### src/hw/rtl/sgt_pkg.sv
// ----------------------------------------------------------------------------
// sgt_pkg: swipe gesture tracker shared definitions
// Event codes, swipe directions, register widths and reset values.
// ----------------------------------------------------------------------------
`default_nettype none

package sgt_pkg;

    localparam int COORD_BITS_DEF = 15;
    localparam int OP_W           = 2;
    localparam int DIR_W          = 3;
    localparam int MIN_DIST_W     = 12;
    localparam int TAN_W          = 16;
    localparam int TAN_FRAC       = 14;
    localparam int CFG_DATA_W     = 16;
    localparam int CFG_IDX_W      = 1;

    localparam logic [MIN_DIST_W-1:0] MIN_DIST_RST = 12'd16;
    localparam logic [TAN_W-1:0]      TAN_RST      = 16'd11472;

    localparam logic [CFG_IDX_W-1:0] CFG_MIN_DIST = 1'd0;
    localparam logic [CFG_IDX_W-1:0] CFG_TAN      = 1'd1;

    typedef enum logic [OP_W-1:0] {
        OP_DOWN = 2'd0,
        OP_MOVE = 2'd1,
        OP_UP   = 2'd2
    } t_op;

    typedef enum logic [DIR_W-1:0] {
        DIR_NONE  = 3'd0,
        DIR_LEFT  = 3'd1,
        DIR_RIGHT = 3'd2,
        DIR_UP    = 3'd3,
        DIR_DOWN  = 3'd4
    } t_dir;

    typedef struct packed {
        logic far;
        t_dir dir;
    } t_eval;

endpackage

`default_nettype wire

### src/hw/rtl/swipe_gesture_tracker.sv
// ----------------------------------------------------------------------------
// swipe_gesture_tracker: pointer swipe and drag detection
// Tracks press, drag and release marks and classifies the swipe on release.
//
//   channel  direction  handshake                 payload
//   in       input      i_in_valid / o_in_ready   i_opcode, i_pos_x, i_pos_y
//   out      output     o_out_valid / i_out_ready o_swipe_dir, o_is_pressed,
//                                                 o_is_dragging, o_is_released
//   cfg      input      i_cfg_we                  i_cfg_index, i_cfg_data
//
// One item per cycle sustained while i_out_ready stays high; an accepted item
// passes the input register, then the geometry into the result register.
// The result registers are the gesture state itself, so a pending result
// holds the input register, which in turn holds o_in_ready low.
// Reset clears marks, valids and restores register defaults; no clearing pass.
// ----------------------------------------------------------------------------
`default_nettype none

module swipe_gesture_tracker #(
    parameter int COORD_BITS = sgt_pkg::COORD_BITS_DEF
) (
    input  wire logic                             i_clk,
    input  wire logic                             i_rst_n,
    input  wire logic                             i_in_valid,
    output logic                                  o_in_ready,
    input  wire logic [sgt_pkg::OP_W-1:0]         i_opcode,
    input  wire logic signed [COORD_BITS-1:0]     i_pos_x,
    input  wire logic signed [COORD_BITS-1:0]     i_pos_y,
    output logic                                  o_out_valid,
    input  wire logic                             i_out_ready,
    output logic [sgt_pkg::DIR_W-1:0]             o_swipe_dir,
    output logic                                  o_is_pressed,
    output logic                                  o_is_dragging,
    output logic                                  o_is_released,
    input  wire logic                             i_cfg_we,
    input  wire logic [sgt_pkg::CFG_IDX_W-1:0]    i_cfg_index,
    input  wire logic [sgt_pkg::CFG_DATA_W-1:0]   i_cfg_data
);

    logic [sgt_pkg::MIN_DIST_W-1:0]  r_min_dist;
    logic [sgt_pkg::TAN_W-1:0]       r_tan;

    logic                            r_in_valid;
    logic [sgt_pkg::OP_W-1:0]        r_op;
    logic signed [COORD_BITS-1:0]    r_pos_x;
    logic signed [COORD_BITS-1:0]    r_pos_y;

    logic                            r_out_valid;
    logic                            r_pressed;
    logic                            r_dragging;
    logic                            r_released;
    sgt_pkg::t_dir                   r_swipe;
    logic signed [COORD_BITS-1:0]    r_start_x;
    logic signed [COORD_BITS-1:0]    r_start_y;

    logic                            n_pressed;
    logic                            n_dragging;
    logic                            n_released;
    sgt_pkg::t_dir                   n_swipe;
    logic                            n_load_start;

    logic                            advance;
    sgt_pkg::t_eval                  eval;

    assign advance    = r_in_valid && (!r_out_valid || i_out_ready);
    assign o_in_ready = !r_in_valid || advance;

    sgt_eval #(
        .COORD_BITS (COORD_BITS)
    ) u_eval (
        .i_pos_x    (r_pos_x),
        .i_pos_y    (r_pos_y),
        .i_start_x  (r_start_x),
        .i_start_y  (r_start_y),
        .i_min_dist (r_min_dist),
        .i_tan      (r_tan),
        .o_eval     (eval)
    );

    always_comb begin
        n_pressed    = r_pressed;
        n_dragging   = r_dragging;
        n_released   = r_released;
        n_swipe      = r_swipe;
        n_load_start = 1'b0;
        case (r_op)
            sgt_pkg::OP_DOWN: begin
                n_pressed    = 1'b1;
                n_dragging   = 1'b0;
                n_released   = 1'b0;
                n_swipe      = sgt_pkg::DIR_NONE;
                n_load_start = 1'b1;
            end
            sgt_pkg::OP_MOVE: begin
                if (r_pressed && eval.far) begin
                    n_dragging = 1'b1;
                end
            end
            sgt_pkg::OP_UP: begin
                if (r_pressed) begin
                    n_dragging = r_dragging || eval.far;
                    n_swipe    = eval.dir;
                    n_pressed  = 1'b0;
                    n_released = 1'b1;
                end
            end
            default: begin
            end
        endcase
    end

    // configuration
    always_ff @(posedge i_clk) begin
        if (!i_rst_n) begin
            r_min_dist <= sgt_pkg::MIN_DIST_RST;
            r_tan      <= sgt_pkg::TAN_RST;
        end else if (i_cfg_we) begin
            case (i_cfg_index)
                sgt_pkg::CFG_MIN_DIST: r_min_dist <= i_cfg_data[sgt_pkg::MIN_DIST_W-1:0];
                sgt_pkg::CFG_TAN:      r_tan      <= i_cfg_data[sgt_pkg::TAN_W-1:0];
                default: begin
                end
            endcase
        end
    end

    // input register
    always_ff @(posedge i_clk) begin
        if (!i_rst_n) begin
            r_in_valid <= 1'b0;
        end else if (o_in_ready) begin
            r_in_valid <= i_in_valid;
        end
    end

    always_ff @(posedge i_clk) begin
        if (o_in_ready && i_in_valid) begin
            r_op    <= i_opcode;
            r_pos_x <= i_pos_x;
            r_pos_y <= i_pos_y;
        end
    end

    // gesture state, doubling as the result register
    always_ff @(posedge i_clk) begin
        if (!i_rst_n) begin
            r_out_valid <= 1'b0;
            r_pressed   <= 1'b0;
            r_dragging  <= 1'b0;
            r_released  <= 1'b0;
            r_swipe     <= sgt_pkg::DIR_NONE;
        end else begin
            if (advance) begin
                r_out_valid <= 1'b1;
                r_pressed   <= n_pressed;
                r_dragging  <= n_dragging;
                r_released  <= n_released;
                r_swipe     <= n_swipe;
            end else if (i_out_ready) begin
                r_out_valid <= 1'b0;
            end
        end
    end

    always_ff @(posedge i_clk) begin
        if (advance && n_load_start) begin
            r_start_x <= r_pos_x;
            r_start_y <= r_pos_y;
        end
    end

    assign o_out_valid   = r_out_valid;
    assign o_swipe_dir   = r_swipe;
    assign o_is_pressed  = r_pressed;
    assign o_is_dragging = r_dragging;
    assign o_is_released = r_released;

endmodule

`default_nettype wire

### src/hw/rtl/sgt_eval.sv
// ----------------------------------------------------------------------------
// sgt_eval: gesture geometry
// Distance test and swipe classification of one position against the start.
// ----------------------------------------------------------------------------
`default_nettype none

module sgt_eval #(
    parameter int COORD_BITS = sgt_pkg::COORD_BITS_DEF
) (
    input  wire logic signed [COORD_BITS-1:0]          i_pos_x,
    input  wire logic signed [COORD_BITS-1:0]          i_pos_y,
    input  wire logic signed [COORD_BITS-1:0]          i_start_x,
    input  wire logic signed [COORD_BITS-1:0]          i_start_y,
    input  wire logic        [sgt_pkg::MIN_DIST_W-1:0] i_min_dist,
    input  wire logic        [sgt_pkg::TAN_W-1:0]      i_tan,
    output sgt_pkg::t_eval                             o_eval
);

    localparam int DW   = COORD_BITS + 1;
    localparam int SQ_W = 2 * DW;
    localparam int D2_W = (SQ_W + 1 > 2 * sgt_pkg::MIN_DIST_W) ?
                          SQ_W + 1 : 2 * sgt_pkg::MIN_DIST_W;
    localparam int A_W  = DW + sgt_pkg::TAN_W;

    logic signed [DW-1:0]                      dx;
    logic signed [DW-1:0]                      dy;
    logic        [DW-1:0]                      ax;
    logic        [DW-1:0]                      ay;
    logic        [SQ_W-1:0]                    sq_x;
    logic        [SQ_W-1:0]                    sq_y;
    logic        [D2_W-1:0]                    d2;
    logic        [2*sgt_pkg::MIN_DIST_W-1:0]   m2;
    logic        [A_W-1:0]                     ax_sh;
    logic        [A_W-1:0]                     ay_sh;
    logic        [A_W-1:0]                     ax_tan;
    logic        [A_W-1:0]                     ay_tan;
    logic                                      far;
    logic                                      h_ok;
    logic                                      v_ok;

    assign dx = DW'(i_pos_x) - DW'(i_start_x);
    assign dy = DW'(i_pos_y) - DW'(i_start_y);

    assign ax = dx[DW-1] ? unsigned'(-dx) : unsigned'(dx);
    assign ay = dy[DW-1] ? unsigned'(-dy) : unsigned'(dy);

    assign sq_x = SQ_W'(ax) * SQ_W'(ax);
    assign sq_y = SQ_W'(ay) * SQ_W'(ay);
    assign d2   = D2_W'(sq_x) + D2_W'(sq_y);
    assign m2   = (2*sgt_pkg::MIN_DIST_W)'(i_min_dist) * (2*sgt_pkg::MIN_DIST_W)'(i_min_dist);
    assign far  = d2 >= D2_W'(m2);

    assign ax_sh  = A_W'({ax, {sgt_pkg::TAN_FRAC{1'b0}}});
    assign ay_sh  = A_W'({ay, {sgt_pkg::TAN_FRAC{1'b0}}});
    assign ax_tan = A_W'(ax) * A_W'(i_tan);
    assign ay_tan = A_W'(ay) * A_W'(i_tan);
    assign h_ok   = ay_sh <= ax_tan;
    assign v_ok   = ax_sh <= ay_tan;

    always_comb begin
        o_eval.far = far;
        if (!far) begin
            o_eval.dir = sgt_pkg::DIR_NONE;
        end else if (h_ok) begin
            o_eval.dir = dx[DW-1] ? sgt_pkg::DIR_LEFT : sgt_pkg::DIR_RIGHT;
        end else if (v_ok) begin
            o_eval.dir = dy[DW-1] ? sgt_pkg::DIR_UP : sgt_pkg::DIR_DOWN;
        end else begin
            o_eval.dir = sgt_pkg::DIR_NONE;
        end
    end

endmodule

`default_nettype wire

### config.mk
export PLATFORM = sky130hd
export DESIGN_NAME = swipe_gesture_tracker
export DESIGN_NICKNAME = d
export VERILOG_FILES = /design/src/hw/rtl/sgt_pkg.sv /design/src/hw/rtl/swipe_gesture_tracker.sv /design/src/hw/rtl/sgt_eval.sv
export SDC_FILE = /design/constraint.sdc
export NUM_CORES = 2
export LEC_CHECK = 0
export BUFFER_PORTS_ARGS = -buffer_cell sky130_fd_sc_hd__buf_2
export CORE_MARGIN = 2
export CORE_UTILIZATION = 35
export CTS_BUF_LIST = sky130_fd_sc_hd__clkbuf_4 sky130_fd_sc_hd__clkbuf_8
export CTS_CLUSTER_DIAMETER = 120
export CTS_CLUSTER_SIZE = 24
export DETAILED_ROUTE_END_ITERATION = 16
export SLEW_MARGIN = 40
export SYNTH_ARGS = -nofsm -noshare
export SYNTH_HDL_FRONTEND = slang
export SYNTH_SLANG_ARGS = --single-unit
### constraint.sdc
create_clock -name i_clk -period 12.75 [get_ports i_clk]
set_input_delay 1.9125 -clock i_clk [delete_from_list [all_inputs] [get_ports i_clk]]
set_output_delay 1.9125 -clock i_clk [all_outputs]
set_load 0.01 [all_outputs]
==> run summary <==
After detailed routing, the average wire length per cell comes to 17.6 µm. The run finished with clean final reports. The tools report the total core area as 0.120 mm². The tools report the launching element type of the critical path as a register. The slowest stage of the critical path is the sky130_fd_sc_hd__or4_1 cell. For the wire length after detailed routing, the log shows 112000 µm. Summing the areas of all compound-gate instances in the mapped netlist gives 7.30% of the synthesized area.

Headroom to the max-slew limit came out at 41.8%. The cell taking the most area after synthesis was sky130_fd_sc_hd__fa_1. The floorplan step set the die width to 351 µm.

The final count of hold timing violations was 0. After Yosys synthesis, full adders, half adders and majority gates account for 56.8% of the synthesized area. Counting flops with a built-in enable in the synthesized netlist gives 62. Ranked by instance count, the synthesized netlist is headed by sky130_fd_sc_hd__inv_1 (1132), sky130_fd_sc_hd__fa_1 (857), sky130_fd_sc_hd__nand2_1 (553).

The setup path with the least slack is of type reg2reg. The initial utilization of the core area, before any placement, comes to 35.2%. The remaining global-route overflow came out at 0.

During synthesis, Yosys emitted a total of 0 warnings. The time the final worst path needs with I/O delays and setup is 12.09 ns. The last weighted congestion value of the routability-driven placer is 0.941, and the standard-cell row count is 127. The maximum number of pins on one net before global-route repair is 38. The most used flip-flop cell after synthesis is sky130_fd_sc_hd__edfxtp_1.

A synthesized cell averages 8.90 µm². Summing the areas of all and, or, nand and nor instances in the mapped netlist gives 14.5% of the synthesized area. The die covers 0.123 mm². The overall track demand over capacity in global routing is 19.1%, and the post-CTS clock slew at the launch and capture registers of the worst setup and hold paths is 0.12 ns. The number of DRC markers in iteration 0 is 1707.

After synthesis, the share of flip-flops with an asynchronous set or reset is 0%. For the pin with the worst max-slew slack, the measured transition is 0.873 ns. The first global-routing pass estimated 184000 µm of wire.

The synthesized design contains 98 register bits. The number of global-route vias before repair was 33800; the delay of the slowest cell on the worst path was 0.56 ns. The root buffer cell chosen for the clock tree is sky130_fd_sc_hd__clkbuf_8.

The number of pins with negative max-slew slack in the final report came out at 0. The post-synthesis sequential area ratio was 6.13%; the final standard cell utilization of the core was 37.8%. The number of buffers added on ports was 61. The path class of the tightest hold or removal check is reg2reg.

The most common cell in the netlist was sky130_fd_sc_hd__inv_1. The count of antenna-violating nets left after detailed routing was 0. For this design the top-level I/O count stands at 62. The number of vias in the routed layout was 31300; the worst-skew pair later-pin latency was 0.52 ns. For the cell area after synthesis, the log shows 0.0422 mm². Across the routed clock network, the largest skew measured is 0.0176 ns. For the worst setup path, the data required time is 13.19 ns. Of the cells placed in the final design, the portion with a size suffix greater than 1 is 5.41%.

The number of clock buffers added by TritonCTS is 9. By area, the combinational part of the netlist is dominated by adder cells. The peak fanout along the critical path was 13; the total number of nets in the final design was 6216.

The unique cell type count in the Yosys netlist was 78; the tightest hold margin was 0.465 ns. In the post-synthesis netlist, the biggest area contributors are sky130_fd_sc_hd__fa_1 (41%), sky130_fd_sc_hd__ha_1 (16%), sky130_fd_sc_hd__inv_1 (10%), sky130_fd_sc_hd__nand2_1 (4.9%), sky130_fd_sc_hd__edfxtp_1 (4.4%). The number of buffers and inverters on the critical path is 6.

The area share of the largest cell type after synthesis came out at 40.7%. The tools report the critical path data arrival time as 12.52 ns. The most frequent cell on the critical path was sky130_fd_sc_hd__fa_1.

The die boundary height works out to 351 µm. Based on the critical path, the design can be clocked at up to 82.7 MHz. The maximum buffer depth of the clock tree came out at 2. Number of sinks on the clock net: 98.

For this run, the detailed router's first-pass iteration total came to 5. Max-cap violations in this run came to 0. The run gives 4735 as the gate count of the mapped netlist. The initial antenna violation count was 1; the multiplexer share of the synthesized area was 0.329%. The nature of the critical path endpoint was a register. Compared with the post-synthesis result, the final layout area differs by 7.28%.

The fraction of the cycle the final worst path needs was 94.8%. After Yosys synthesis, XOR and XNOR cells account for 3.11% of the synthesized area. The hold buffer count at cts was 0; the placed wire-length estimate after detailed placement was 92900 µm. The cell family contributing the most delay on the critical path is adder cells. The number of endpoints failing setup at the final stage came out at 0.

The layout has 12100 filler cells. Vias per cell: 4.90. TritonCTS built the clock tree. The level count of the clock H-tree was 3; the residual DRC count was 0.
[metal layers]
metal  vias up  global-route usage, %  wire length [µm]  part of all wire (%)
li1      14400                      -                 -                     -
met2       744                   33.0             55000                    49
met1     15900                   24.9             48000                    43
met5         -                      0                 0                     0
met4         0                   5.82              3600                   3.2
met3       139                   2.61              5840                   5.2
[area by class of cell]
type	count	area, µm²	area share, %
inverter	1137	4270	9.45
tap	1612	2020	4.46
timing repair buffer	167	1130	2.50
clock buffer	12	146	0.324
antenna	5	12.5	0.0277
multi-input combinational	3348	35000	77.4
clock inverter	4	55.1	0.122
sequential	98	2580	5.71
[cells in the final DEF (no fill, tap or decap), drive strengths merged, types with 12 or more instances in the layout]
master  netlist  routed
a21oi       118     118
o21bai       19      19
o21a         21      21
and2        258     258
buf          23     167
o21ai        80      80
inv        1136    1136
clkbuf      152      12
xor2         58      58
o211ai       12      12
xnor2        90      90
nand2       553     553
a211oi       23      23
nand2b       24      24
dfxtp        36      36
edfxtp       62      62
a21o         56      56
or3          13      13
ha          544     544
nor3         40      40
a21boi       27      27
conb          2      25
fa          857     857
nand4        22      22
nor2        237     237
nand3        37      37
nor2b        66      66
[path summary, 6_finish.rpt]
path / startpoint / slack [ns] / end / depth (start not counted)
min reg2reg: r_pos_x[0]$_DFFE_PP_ / 0.47 / r_start_x[0]$_DFFE_PP_ / 0
max: r_pos_x[0]$_DFFE_PP_ / 0.66 / o_is_dragging$_SDFFE_PN0P_ / 46
max reg2reg: r_pos_x[0]$_DFFE_PP_ / 0.66 / o_is_dragging$_SDFFE_PN0P_ / 46
min: r_pos_x[0]$_DFFE_PP_ / 0.47 / r_start_x[0]$_DFFE_PP_ / 0
[flip-flops by register name (all words and copies together) (netlist names)]
name           flops
r_pos_x           15
o_is_released      1
r_in_valid         1
r_op               2
r_min_dist        12
o_is_pressed       1
r_start_y         15
o_is_dragging      1
o_swipe_dir        3
r_tan             16
r_pos_y           15
r_start_x         15
o_out_valid        1
[cells by family (layout without fill, tap and decap cells)]
family          Yosys count  in the layout
compound gates          459            459
mux                      13             13
buf+inv                1312           1320
other cells               2             30
xor+xnor                148            148
simple gates           1302           1302
fa+ha+maj              1401           1401
flops                    98             98
[what timing repair did]
| action | in CTS | in global routing |
|---|---|---|
| setup buffers | 0 | 3 |
| pin swaps | 0 | 3 |
| endpoints found under the setup margin | 1 | 4 |
| gates resized for setup | 2 | 24 |
[stage by stage]
| stage | worst slack (ns) | std cells | cell area (µm²) | setup TNS, ns |
|---|---|---|---|---|
| floorplan | 1.72 | 4758 | 42200 | 0 |
| global placement | 0.0636 | 6359 | 44800 | 0 |
| detailed placement | -0.167 | 6359 | 44800 | -0.167 |
| CTS | 0.0635 | 6375 | 45100 | 0 |
| global route | -0.0286 | 6380 | 45200 | -0.0307 |
| finish | 0.661 | 6383 | 45200 | 0 |
Power is not shown: default switching activity piles up to over one toggle a cycle in this logic, so the estimate is an artifact.
